--- src/rtl/sdp_pkg.sv ---
// ---------------------------------------------------------------------------
// sdp_pkg
// Types, codes and per-byte parsing functions for the SSE data event parser.
// ---------------------------------------------------------------------------
package sdp_pkg;

    // Default depth of the work queue between the front and back ends
    localparam int SDP_QUEUE_DEPTH = 4;

    // Input operation codes
    localparam logic OP_BYTE = 1'b0;
    localparam logic OP_END  = 1'b1;

    // Result kinds
    localparam logic KIND_BYTE = 1'b0;
    localparam logic KIND_END  = 1'b1;

    // Characters of interest
    localparam logic [7:0] CH_COLON = 8'h3A;
    localparam logic [7:0] CH_SPACE = 8'h20;
    localparam logic [7:0] CH_CR    = 8'h0D;
    localparam logic [7:0] CH_LF    = 8'h0A;

    // Field name that contributes to the payload
    localparam logic [7:0] FIELD_WORD [4] = '{8'h64, 8'h61, 8'h74, 8'h61};

    // Name match count: number of field name chars matched, or mismatch
    localparam logic [2:0] NM_FULL = 3'd4;
    localparam logic [2:0] NM_BAD  = 3'd5;

    // Position within the current line
    typedef enum logic [2:0] {
        PH_START     = 3'd0,
        PH_NAME      = 3'd1,
        PH_VAL_FIRST = 3'd2,
        PH_VAL       = 3'd3,
        PH_SKIP      = 3'd4
    } phase_t;

    // Line parser state (CR hold kept separately in the front end)
    typedef struct packed {
        phase_t     phase;
        logic [2:0] nm;
        logic       hd;
    } pst_t;

    // One parse step: new state plus at most one result
    typedef struct packed {
        pst_t       st;
        logic       emit;
        logic       kind;
        logic [7:0] dat;
    } step_t;

    // Queue entry: one or two results caused by one input word
    typedef struct packed {
        logic       two;
        logic       kind0;
        logic [7:0] dat0;
        logic       kind1;
        logic [7:0] dat1;
    } work_t;

    // Queue status: full drives in_ready, empty is seen by the back end
    typedef struct packed {
        logic full;
        logic empty;
    } qstat_t;

    // Step that changes nothing and emits nothing
    function automatic step_t no_step(pst_t s);
        step_t r;
        r.st   = s;
        r.emit = 1'b0;
        r.kind = KIND_BYTE;
        r.dat  = 8'h00;
        return r;
    endfunction

    // Feed one ordinary line byte
    function automatic step_t line_byte(pst_t s, logic [7:0] b);
        step_t      r;
        logic [2:0] nm;
        r  = no_step(s);
        nm = (s.phase == PH_START) ? 3'd0 : s.nm;
        unique case (s.phase) inside
            PH_START, PH_NAME:
            begin
                if (s.phase == PH_START && b == CH_COLON)
                begin
                    // comment line
                    r.st.phase = PH_SKIP;
                end
                else if (b == CH_COLON)
                begin
                    r.st.nm = nm;
                    if (nm == NM_FULL)
                    begin
                        // data field: separator before all but the first line
                        r.emit     = s.hd;
                        r.dat      = s.hd ? CH_LF : 8'h00;
                        r.st.hd    = 1'b1;
                        r.st.phase = PH_VAL_FIRST;
                    end
                    else
                    begin
                        r.st.phase = PH_SKIP;
                    end
                end
                else
                begin
                    r.st.phase = PH_NAME;
                    if (nm < NM_FULL && b == FIELD_WORD[nm[1:0]])
                        r.st.nm = nm + 3'd1;
                    else
                        r.st.nm = NM_BAD;
                end
            end
            PH_VAL_FIRST:
            begin
                r.st.phase = PH_VAL;
                r.emit     = (b != CH_SPACE);
                r.dat      = b;
            end
            PH_VAL:
            begin
                r.emit = 1'b1;
                r.dat  = b;
            end
            default:
            begin
            end
        endcase
        return r;
    endfunction

    // End of the current line
    function automatic step_t line_end(pst_t s);
        step_t r;
        r = no_step(s);
        if (s.phase == PH_START)
        begin
            // empty line closes the event
            r.emit  = s.hd;
            r.kind  = KIND_END;
            r.st.hd = 1'b0;
        end
        else if (s.phase == PH_NAME && s.nm == NM_FULL)
        begin
            // bare "data" line adds an empty value
            r.emit  = s.hd;
            r.dat   = s.hd ? CH_LF : 8'h00;
            r.st.hd = 1'b1;
        end
        r.st.phase = PH_START;
        r.st.nm    = 3'd0;
        return r;
    endfunction

    // Close the event if it carries data
    function automatic step_t close_ev(pst_t s);
        step_t r;
        r       = no_step(s);
        r.emit  = s.hd;
        r.kind  = KIND_END;
        r.st.hd = 1'b0;
        return r;
    endfunction

endpackage

--- src/rtl/sdp_front.sv ---
// ---------------------------------------------------------------------------
// sdp_front
// Accepts input words, runs the line parser and posts results to the queue.
// ---------------------------------------------------------------------------
module sdp_front
    import sdp_pkg::*;
(
    input  logic       clk,
    input  logic       rst_n,
    input  logic       in_valid,
    input  logic       in_ready,
    input  logic       op,
    input  logic [7:0] in_byte,
    output logic       push,
    output work_t      push_entry
);

    pst_t  st_reg;
    pst_t  st_next;
    logic  cr_reg;
    logic  cr_next;
    logic  accept;
    step_t sa;
    step_t sb;

    assign accept = in_valid && in_ready;

    // Two parse steps per word: released CR (or line end), then the word
    always_comb
    begin
        cr_next = 1'b0;
        if (op == OP_END)
        begin
            sa = (st_reg.phase != PH_START) ? line_end(st_reg) : no_step(st_reg);
            sb = close_ev(sa.st);
        end
        else if (in_byte == CH_LF)
        begin
            sa = line_end(st_reg);
            sb = no_step(sa.st);
        end
        else
        begin
            sa = cr_reg ? line_byte(st_reg, CH_CR) : no_step(st_reg);
            if (in_byte == CH_CR)
            begin
                sb      = no_step(sa.st);
                cr_next = 1'b1;
            end
            else
            begin
                sb = line_byte(sa.st, in_byte);
            end
        end
        st_next = sb.st;
        if (op == OP_END)
        begin
            st_next.phase = PH_START;
            st_next.nm    = 3'd0;
        end
    end

    // Pack the results into one queue entry
    always_comb
    begin
        push_entry.two   = sa.emit && sb.emit;
        push_entry.kind0 = sa.emit ? sa.kind : sb.kind;
        push_entry.dat0  = sa.emit ? sa.dat : sb.dat;
        push_entry.kind1 = sb.kind;
        push_entry.dat1  = sb.dat;
    end

    assign push = accept && (sa.emit || sb.emit);

    // Parser state
    always_ff @(posedge clk or negedge rst_n)
    begin
        if (!rst_n)
        begin
            st_reg <= '{phase: PH_START, nm: 3'd0, hd: 1'b0};
            cr_reg <= 1'b0;
        end
        else if (accept)
        begin
            st_reg <= st_next;
            cr_reg <= cr_next;
        end
    end

endmodule

--- src/rtl/sdp_fifo.sv ---
// ---------------------------------------------------------------------------
// sdp_fifo
// Short work queue between the parser front end and the output back end.
// ---------------------------------------------------------------------------
module sdp_fifo
    import sdp_pkg::*;
#(
    parameter int DEPTH = SDP_QUEUE_DEPTH
)
(
    input  logic   clk,
    input  logic   rst_n,
    input  logic   push,
    input  work_t  push_entry,
    input  logic   pop,
    output work_t  pop_entry,
    output qstat_t stat
);

    localparam int PTR_W = (DEPTH > 1) ? $clog2(DEPTH) : 1;
    localparam int CNT_W = $clog2(DEPTH + 1);
    localparam logic [PTR_W-1:0] PTR_LAST = PTR_W'(DEPTH - 1);

    work_t            mem_reg [DEPTH];
    logic [PTR_W-1:0] wr_ptr_reg;
    logic [PTR_W-1:0] wr_ptr_next;
    logic [PTR_W-1:0] rd_ptr_reg;
    logic [PTR_W-1:0] rd_ptr_next;
    logic [CNT_W-1:0] count_reg;
    logic [CNT_W-1:0] count_next;

    assign stat.full  = (count_reg == CNT_W'(DEPTH));
    assign stat.empty = (count_reg == '0);
    assign pop_entry  = mem_reg[rd_ptr_reg];

    // Pointer and fill count update
    always_comb
    begin
        wr_ptr_next = wr_ptr_reg;
        rd_ptr_next = rd_ptr_reg;
        count_next  = count_reg;
        if (push)
            wr_ptr_next = (wr_ptr_reg == PTR_LAST) ? '0 : wr_ptr_reg + PTR_W'(1);
        if (pop)
            rd_ptr_next = (rd_ptr_reg == PTR_LAST) ? '0 : rd_ptr_reg + PTR_W'(1);
        if (push && !pop)
            count_next = count_reg + CNT_W'(1);
        else if (pop && !push)
            count_next = count_reg - CNT_W'(1);
    end

    always_ff @(posedge clk or negedge rst_n)
    begin
        if (!rst_n)
        begin
            wr_ptr_reg <= '0;
            rd_ptr_reg <= '0;
            count_reg  <= '0;
        end
        else
        begin
            wr_ptr_reg <= wr_ptr_next;
            rd_ptr_reg <= rd_ptr_next;
            count_reg  <= count_next;
        end
    end

    // Entry storage
    always_ff @(posedge clk)
    begin
        if (push)
            mem_reg[wr_ptr_reg] <= push_entry;
    end

    // No write into a full queue
    assert property (@(posedge clk) disable iff (!rst_n) stat.full |-> !push)
        else $error("sdp_fifo: push while full");

    // No read from an empty queue
    assert property (@(posedge clk) disable iff (!rst_n) stat.empty |-> !pop)
        else $error("sdp_fifo: pop while empty");

    // Count rises on a push without a pop
    assert property (@(posedge clk) disable iff (!rst_n)
        (push && !pop) |=> (count_reg == $past(count_reg) + CNT_W'(1)))
        else $error("sdp_fifo: count did not rise on push");

endmodule

--- src/rtl/sdp_back.sv ---
// ---------------------------------------------------------------------------
// sdp_back
// Takes queue entries and delivers their results through an output register.
// ---------------------------------------------------------------------------
module sdp_back
    import sdp_pkg::*;
(
    input  logic       clk,
    input  logic       rst_n,
    input  qstat_t     stat,
    input  work_t      pop_entry,
    output logic       pop,
    output logic       out_valid,
    input  logic       out_ready,
    output logic       out_kind,
    output logic [7:0] out_byte,
    output logic       run_last
);

    logic       valid_reg;
    logic       valid_next;
    logic       kind_reg;
    logic       kind_next;
    logic [7:0] byte_reg;
    logic [7:0] byte_next;
    logic       last_reg;
    logic       last_next;
    logic       sec_reg;
    logic       sec_next;
    logic       sec_kind_reg;
    logic       sec_kind_next;
    logic [7:0] sec_byte_reg;
    logic [7:0] sec_byte_next;
    logic       load;

    assign load = !valid_reg || out_ready;

    // Output register loads the pending second result first, then the queue
    always_comb
    begin
        valid_next    = valid_reg;
        kind_next     = kind_reg;
        byte_next     = byte_reg;
        last_next     = last_reg;
        sec_next      = sec_reg;
        sec_kind_next = sec_kind_reg;
        sec_byte_next = sec_byte_reg;
        pop           = 1'b0;
        if (load)
        begin
            if (sec_reg)
            begin
                valid_next = 1'b1;
                kind_next  = sec_kind_reg;
                byte_next  = sec_byte_reg;
                last_next  = 1'b1;
                sec_next   = 1'b0;
            end
            else if (!stat.empty)
            begin
                pop           = 1'b1;
                valid_next    = 1'b1;
                kind_next     = pop_entry.kind0;
                byte_next     = pop_entry.dat0;
                last_next     = !pop_entry.two;
                sec_next      = pop_entry.two;
                sec_kind_next = pop_entry.kind1;
                sec_byte_next = pop_entry.dat1;
            end
            else
            begin
                valid_next = 1'b0;
            end
        end
    end

    always_ff @(posedge clk or negedge rst_n)
    begin
        if (!rst_n)
        begin
            valid_reg <= 1'b0;
            sec_reg   <= 1'b0;
        end
        else
        begin
            valid_reg <= valid_next;
            sec_reg   <= sec_next;
        end
    end

    // Payload registers
    always_ff @(posedge clk)
    begin
        kind_reg     <= kind_next;
        byte_reg     <= byte_next;
        last_reg     <= last_next;
        sec_kind_reg <= sec_kind_next;
        sec_byte_reg <= sec_byte_next;
    end

    assign out_valid = valid_reg;
    assign out_kind  = kind_reg;
    assign out_byte  = byte_reg;
    assign run_last  = last_reg;

endmodule

--- src/rtl/sse_data_event_parser.sv ---
// ---------------------------------------------------------------------------
// sse_data_event_parser
// Server-sent events parser: streams out the payload of "data" fields.
// ---------------------------------------------------------------------------
//  channel | signals                            | direction
//  --------+------------------------------------+----------
//  input   | in_valid, in_ready, op, in_byte    | in
//  output  | out_valid, out_ready, out_kind,    | out
//          | out_byte, run_last                 |
//
//  One input word is taken per cycle while the work queue has room.
//  Results leave at one per cycle from the output register while out_ready is
//  high; a word that gives two results delivers the second after the first.
//  An accepted word is written to the queue, then moved to the output register.
//  Reset (rst_n low) returns the parser to line start and empties the queue.
//  A stalled output fills the queue, after which in_ready drops.
// ---------------------------------------------------------------------------
module sse_data_event_parser
    import sdp_pkg::*;
#(
    parameter int QUEUE_DEPTH = SDP_QUEUE_DEPTH
)
(
    input  logic       clk,
    input  logic       rst_n,
    input  logic       in_valid,
    output logic       in_ready,
    input  logic       op,
    input  logic [7:0] in_byte,
    output logic       out_valid,
    input  logic       out_ready,
    output logic       out_kind,
    output logic [7:0] out_byte,
    output logic       run_last
);

    logic   push;
    logic   pop;
    work_t  push_entry;
    work_t  pop_entry;
    qstat_t stat;

    assign in_ready = !stat.full;

    // Parser front end
    sdp_front u_front
    (
        .clk        (clk),
        .rst_n      (rst_n),
        .in_valid   (in_valid),
        .in_ready   (in_ready),
        .op         (op),
        .in_byte    (in_byte),
        .push       (push),
        .push_entry (push_entry)
    );

    // Work queue
    sdp_fifo #(
        .DEPTH (QUEUE_DEPTH)
    ) u_fifo
    (
        .clk        (clk),
        .rst_n      (rst_n),
        .push       (push),
        .push_entry (push_entry),
        .pop        (pop),
        .pop_entry  (pop_entry),
        .stat       (stat)
    );

    // Output back end
    sdp_back u_back
    (
        .clk       (clk),
        .rst_n     (rst_n),
        .stat      (stat),
        .pop_entry (pop_entry),
        .pop       (pop),
        .out_valid (out_valid),
        .out_ready (out_ready),
        .out_kind  (out_kind),
        .out_byte  (out_byte),
        .run_last  (run_last)
    );

endmodule
--- config.mk ---
export PLATFORM = sky130hd
export DESIGN_NAME = sse_data_event_parser
export DESIGN_NICKNAME = d
export VERILOG_FILES = /design/src/rtl/sdp_pkg.sv /design/src/rtl/sdp_front.sv /design/src/rtl/sdp_fifo.sv /design/src/rtl/sdp_back.sv /design/src/rtl/sse_data_event_parser.sv
export SDC_FILE = /design/constraint.sdc
export NUM_CORES = 1
export LEC_CHECK = 0
export ABC_AREA = 1
export BUFFER_PORTS_ARGS = -buffer_cell sky130_fd_sc_hd__buf_4
export CAP_MARGIN = 0
export CORE_UTILIZATION = 50
export CTS_CLUSTER_SIZE = 30
export DETAILED_ROUTE_END_ITERATION = 8
export PLACE_DENSITY = 0.67
export SYNTH_ARGS = -nofsm -noshare
export SYNTH_HDL_FRONTEND = slang
export SYNTH_HIERARCHICAL = 1
export SYNTH_SLANG_ARGS = --single-unit
export TNS_END_PERCENT = 5
--- constraint.sdc ---
create_clock -name clk -period 5.65 [get_ports clk]
set_input_delay 0.565 -clock clk [delete_from_list [all_inputs] [get_ports clk]]
set_output_delay 0.565 -clock clk [all_outputs]
set_load 0.01 [all_outputs]
==> out/metrics.yaml, run 1 <==
floorplanning:
  start_util: 0.5191
  die_y_um: 105.8
  num_rows: 37
  fp.dieW_um: 105.8
  core_um2: 10370
  io_pins: 25
  die_area_um2: 11180
global_routing:
  grt_max_degree: 78
  grt_pass1_wl_um: 16730
  grt.total_usage: 0.1953
  grt_overflow: 0
  antenna_found_initial: 0
  grt_pass1_vias: 3334
cells_and_area:
  largest_reg_flops: 76
  syn_to_final_growth_pct: 6.950
  stdcell_count: 684
  final_nets: 563
  drive_above_1_share: 0.1277
  diodes: 0
  n_fill_cell: 926
pwr:
  sw_frac_of_total: 0.3539
  total_power_w: 0.002288
  p_leak_nw: 2.497
  peakVddDrop_uv: 177.1
  p_seq_frac: 0.489
  power.combinational.fraction: 0.317
  clkPwrFrac: 0.195
  power_switching_w: 0.0008098
  power.density_nw_per_um2: 397.5
  power.internal_w: 0.001478
critical_path:
  start_kind: "flop"
  r2r_slack_ns: 2.69
  cp-endpoint: "u_fifo/mem_reg[1][15]"
  rr_worst_depth: 11
  worst_ep_required_time_ns: 5.63
  r2r_end: "u_fifo/mem_reg[1][15]"
  cp.arrival_ns: 2.94
  critPathKind: "flop to flop"
  crit_path_max_fanout: 19
  endpoint_kind: "flop"
  timing.rr.start: "u_front/st_reg[6]"
  crit_path_start: "u_front/st_reg[6]"
yosys:
  synth.top_cell.area_share: 0.5300
  ys_ff_latch: 112
  syn_area_per_cell_um2: 10.16
  synth_edf_count: 95
  synth_cells: 530
  ys_seq_area_frac: 0.6090
  ys_types: 33
  syn-num-nets: 550
  yosys.area.top_type: "edfxtp_1"
  synth_top_flop_cell: "edfxtp_1"
  synthArstFlopShare: 0.1518
  netlist_area_um2: 5383
  synth.area.top_cells: "edfxtp_1 (53%), nand2_1 (11%), dfrtp_1 (7.9%), inv_1 (5.7%), o211ai_1 (4.2%)"
  yosys_warnings: 6
route:
  antenna_left: 0
  wl_per_cell_um: 14.29
  vias: 3530
  drtIter0Drc: 194
  drc_errors: 0
  dr.pass1.iters: 5
  viasPerCell: 5.161
  drt_wl_total_um: 9772
place:
  placed_cells: 668
  gp_congestion: 0.8795
  hpwl_um: 6946
  port_buffers: 24
sta:
  fin_crit_sh: 0.5237
  drv_slew: 0
  worst_pin_slew_ns: 0.9245
  hold_viol_final: 0
  finClkSkew_ns: 0.02275
  fin_crit_ns: 2.959
  setup_tns_ns: 0
  rsz0062_at_grt: "no"
  max_freq_ghz: 0.3380
  setup_viol: 0
  maxSlewHeadroom: 0.3780
outcome:
  outcome: "finished, final reports clean"
clock_network:
  path_clk_slew_ns: 0.10
  cts-root-buf: "clkbuf_8"
  cts_hold_buf: 0
  cts.htree.levels: 3
  cts_sinks: 112
  cts_buffer_depth: 2
  ctsResizeCount: 0
  cts_buffers: 9
  clk_latency_ns: 0.37
  cts_tree: "yes"
  post_cts_buffers: 0
run:
  cap_viol_max_count: 0
min_path:
  min_path_type: "primary input to asynchronous set/reset pin"
[through the flow]
step                      hold WS (ns)  utilization  cell area, µm²  setup slack, ns
after detailed placement        0.4450       0.5372            5570            2.556
after CTS                      0.04377       0.5551            5757            2.700
after global placement          0.4465       0.5372            5570            2.634
final                          0.05210       0.5551            5757            2.691
after global routing           0.05008       0.5551            5757            2.377
after floorplan                 0.2694            -            5383            3.037
[cells in the mapped netlist, types with 3 or more instances]
cell type,n
o211ai_2,9
nor3_1,12
dfrtp_1,17
buf_4,10
nor2_2,3
inv_1,82
inv_2,4
o211ai_1,30
nand3_2,4
nor4_1,4
a31oi_1,3
nand2_1,155
nand4_1,8
nor2_1,21
buf_2,7
nand3_1,19
a21oi_1,11
buf_6,6
edfxtp_1,95
ha_1,6
o21ai_0,6
[cells in the final DEF, fill, tap and decap left out]
master	Yosys	layout
o21ai_2	1	1
ha_1	6	6
nor2_4	1	1
dfrtp_1	17	17
inv_6	0	2
o21ai_0	6	6
fa_1	1	1
clkinv_4	0	2
nand2_1	155	155
clkinvlp_4	0	1
o22ai_1	2	2
xnor2_1	1	1
clkinv_8	0	1
a31oi_1	3	3
nand2_2	2	2
o32ai_1	1	1
nor2_1	21	21
inv_2	4	4
nor4_1	4	4
a21oi_2	2	2
nor3_1	12	12
o211ai_1	30	30
buf_4	10	27
clkbuf_8	0	9
a21boi_0	1	1
a21oi_1	11	11
nand3_2	4	4
clkinv_1	0	1
nor2_2	3	3
o21ai_1	2	2
or2_2	2	2
edfxtp_1	95	95
inv_1	82	82
o211ai_2	9	9
nand3_1	19	19
nand4_1	8	8
[kinds of logic (layout without fill, tap and decap cells)]
| logic type | after synthesis | count (layout) | share of synthesized area |
|---|---|---|---|
| AO/OA/AOI/OAI | 68 | 68 | 0.09414 |
| buffers and inverters | 111 | 129 | 0.09437 |
| flip-flops | 112 | 112 | 0.6090 |
| XOR/XNOR | 1 | 1 | 0.001627 |
| adder cells (fa/ha/maj) | 7 | 7 | 0.01767 |
| AND/OR/NAND/NOR | 231 | 231 | 0.1832 |
[worst min-delay path by stage]
stage | from | endpoint | slack (ns) | cells past startpoint
6_report | rst_n | u_front/st_reg[1] | 0.05 | 1
5_1_grt | rst_n | u_front/st_reg[1] | 0.05 | 1
4_1_cts | rst_n | u_front/st_reg[3] | 0.04 | 1
3_5_place_dp | rst_n | u_front/st_reg[3] | 0.45 | 1
3_3_place_gp | rst_n | u_front/st_reg[1] | 0.45 | 1
2_1_floorplan | rst_n | u_back/out_valid | 0.27 | 0
[layout make-up]
type                       instances  area [µm²]  share of cell area
sequential                       112        3278              0.5694
multi-input combinational        307        1597              0.2773
inverter                          86       322.8             0.05607
timing repair buffer              27       202.7             0.03521
tap                              136       170.2             0.02956
clock buffer                       9       123.9             0.02152
clock inverter                     7       62.56             0.01087
[power by group through the flow]
stage	sequential, W	clock [W]	combinational (W)
floorplan	0.00114	0	0.000544
global route	0.00113	0.000490	0.000825
finish	0.00112	0.000446	0.000724
CTS	0.00112	0.000454	0.000733
detailed placement	0.00114	0	0.000730
global placement	0.00113	0	0.000716
[routing by layer]
layer | global-route usage | part of all wire | up-vias
met5 | 0 | 0 | -
met4 | 0.06250 | 0.0080 | 0
met3 | 0.02845 | 0.035 | 5
met2 | 0.3035 | 0.47 | 83
met1 | 0.2833 | 0.49 | 1645
li1 | - | - | 1797
[critical path: stages (launching register included)]
cell and delay, ns:
dfrtp_1 0.47, nor2_4 0.23, nand4_1 0.21, nor2_1 0.27
nand2_1 0.13, nand3_2 0.16, inv_2 0.07, nand3_1 0.07
nand2_1 0.05, inv_1 0.21, nand2_1 0.08, inv_1 0.63
(Power assumes the default switching activity.)
==> run 2: changes to the inputs <==
--- a/config.mk
+++ b/config.mk
@@ -11,7 +11,7 @@
 export CORE_UTILIZATION = 50
 export CTS_CLUSTER_SIZE = 30
 export DETAILED_ROUTE_END_ITERATION = 8
-export PLACE_DENSITY = 0.67
+export PLACE_DENSITY = 0.7
 export SYNTH_ARGS = -nofsm -noshare
 export SYNTH_HDL_FRONTEND = slang
 export SYNTH_HIERARCHICAL = 1
==> constraint.sdc (replaced) <==
create_clock -name clk -period 2.64 [get_ports clk]
set_input_delay 0.264 -clock clk [delete_from_list [all_inputs] [get_ports clk]]
set_output_delay 0.264 -clock clk [all_outputs]
set_load 0.01 [all_outputs]
==> run 2 against run 1 <==
Cell count is 3.4% higher. Sequential power is 110% higher. Critical path depth is 6 higher. Register-to-register slack worse by 2.7 ns. Combinational power is 130% higher. Fmax is 13% higher. Worst hold slack better by 0.084 ns. Clock skew is 0.0053 ns lower. First-iteration DRC count is 22% higher. Core utilization is 2.8 points higher. Global-route usage is 0.31 points higher. Critical path type unchanged. Largest cell class unchanged. Largest power group unchanged. Highest routed layer unchanged.
==> out/metrics.yaml, run 2 (synthesis gave the netlist of run 1 again) <==
outcome:
  outcome: "finished, final reports clean"
cells_and_area:
  n_fill_cell: 889  # -4.0%
  drive_above_1_share: 0.1821  # +0.05440
  syn_to_final_growth_pct: 12.30
  final_common_cell: "nand2_1"
  multi_input_area_um2: 1637  # +2.5%
  stdcell_count: 707  # +3.4%
  seq_area_um2: 3279  # about the same
  final_nets: 586  # +4.1%
  diodes: 0  # unchanged
  layout_common_cells: "nand2_1 (152), edfxtp_1 (95), inv_1 (79), buf_4 (43), o211ai_1 (30)"
  largest_reg_flops: 76  # unchanged
clock_network:
  cts_sinks: 112  # unchanged
  clk_latency_ns: 0.38  # about the same
  cts_buffer_depth: 2  # unchanged
  cts.htree.levels: 3  # unchanged
  cts_buffers: 9  # unchanged
  cts_tree: "yes"
  path_clk_slew_ns: 0.11  # about the same
  cts-root-buf: "clkbuf_8"
global_routing:
  grt_pass1_vias: 3430  # +2.9%
  grt_pass1_wl_um: 16970  # +1.5%
  gr-usage-met2: 0.3259  # +0.02241
  grt_max_degree: 29  # -63%
  antenna_found_initial: 0  # unchanged
  grt_overflow: 0  # unchanged
  grt.total_usage: 0.1984  # +0.003137
  grtUsageMet1: 0.2669  # -0.01643
  use_met3: 0.03092  # +0.002474
  grt_busiest_layer: "met2"
sta:
  fin_crit_ns: 2.616  # -0.3426 ns
  setup_viol: 0  # unchanged
  rsz0062_at_grt: "yes"
  fin_hold_ws_ns: 0.1365  # +0.08443 ns
  max_freq_ghz: 0.3822  # +13%
  drv_slew: 0  # unchanged
  maxSlewHeadroom: 0.5179  # +0.1399
  hold_viol_final: 0  # unchanged
  finClkSkew_ns: 0.01744  # -0.005315 ns
  fin_ws_ns: 0.02354  # -2.667 ns
  fin_crit_sh: 0.9911  # +0.4674
  worst_pin_slew_ns: 0.7223  # -0.2022 ns
floorplanning:
  core_um2: 10370  # unchanged
  die_y_um: 105.8  # unchanged
  start_util: 0.5191  # unchanged
  fp.dieW_um: 105.8  # unchanged
  die_area_um2: 11180  # unchanged
  num_rows: 37  # unchanged
  io_pins: 25  # unchanged
route:
  viasPerCell: 5.146  # -0.29%
  dr.pass1.iters: 5  # unchanged
  antenna_left: 0  # unchanged
  drtIter0Drc: 237  # +22%
  drc_errors: 0  # unchanged
  vias: 3638  # +3.1%
  wl_per_cell_um: 14.76  # +3.3%
  drt_wl_total_um: 10430  # +6.8%
critical_path:
  endpoint_kind: "flop"
  cp.arrival_ns: 2.89  # -0.05 ns
  critPathKind: "flop to flop"
  r2r_slack_ns: 0.02  # -2.67 ns
  start_kind: "flop"
  timing.rr.start: "u_front/st_reg[6]"
  worst_ep_required_time_ns: 2.92  # -2.71 ns
  crit_path_max_fanout: 5  # -14
  crit_path_start: "u_front/st_reg[6]"
run:
  cap_viol_max_count: 0  # unchanged
pwr:
  total_power_w: 0.005046  # +120%
  peakVddDrop_uv: 378.5  # +110%
  p_leak_nw: 2.646  # +5.9%
  power.density_nw_per_um2: 834.8  # +110%
min_path:
  min_from: "out_ready"
  min_path_type: "primary input to flop"
place:
  post-place-ws_ns: 0.04125  # -2.515 ns
  hpwl_um: 7298  # +5.1%
  gp_congestion: 0.9223  # +4.9%
  placed_cells: 685  # +2.5%
  port_buffers: 24  # unchanged
## run 2: changes by cell type in the layout (fill, tap and decap cells not counted), moves of 2 or more
cell / previous run / this run
buf_12: 0 / 5
nand2_2: 2 / 5
buf_4: 27 / 43
nand2_1: 155 / 152
nand3_1: 19 / 17
inv_1: 82 / 79
inv_2: 4 / 7
## run 2: per-stage QoR
| stage | TNS, ns | utilization | instance area (µm²) |
|---|---|---|---|
| after CTS | 0 | 0.5749 | 5962 |
| after floorplan | 0 | - | 5383 |
| after global routing | -0.09652 | 0.5829 | 6045 |
| after detailed placement | 0 | 0.5555 | 5761 |
| after global placement | 0 | 0.5555 | 5761 |
| final | 0 | 0.5829 | 6045 |
## run 2: per-layer routing
metal  up-vias  share of wire
li1       1832              -
met1      1709           0.46
met2        84           0.49
met3        13          0.043
met4         0          0.012
met5         -              0
## run 2: where the power goes
| part | switching [W] | internal, W |
|---|---|---|
| Sequential | 0.000128 | 0.00225 |
| Combinational | 0.00106 | 0.000618 |
| Clock | 0.000618 | 0.000369 |
## run 2: path summary, 6_finish.rpt
path	to	depth (start not counted)
max	u_fifo/count_reg[2]	17
min	u_back/sec_reg	4
min reg2reg	u_front/st_reg[3]	2
min in group asynchronous	u_front/st_reg[3]	2
max in group asynchronous	u_front/st_reg[6]	2
max reg2reg	u_fifo/count_reg[2]	17
## run 2: layout make-up
cell class	instances	share of cell area
flip-flops and latches	112	0.5425
clock inverters	7	0.01118
repair buffers	50	0.07348
inverters	86	0.05341
clock buffers	9	0.02049
multi-input cells	307	0.2708
well taps	136	0.02815
## run 2: repair_timing
| item | in CTS | in global routing |
|---|---|---|
| resized for setup | 0 | 15 |
| endpoints found under the setup margin | 0 | 2 |
| endpoints found under the hold margin | 17 | 0 |
| setup buffers | 0 | 5 |
| hold buffers | 1 | 0 |
## run 2: critical path, stage by stage (launching register included)
cell	delay (ns)
dfrtp_2	0.46
nor2_4	0.21
buf_6	0.13
nand4_1	0.16
nand2_1	0.12
nand4_1	0.17
nand3_2	0.15
inv_2	0.07
nand3_2	0.06
nand2_2	0.05
inv_2	0.08
ha_4	0.14
inv_2	0.05
fa_2	0.38
nand2_2	0.10
nand3_2	0.07
nand2_1	0.06
nand2_1	0.05
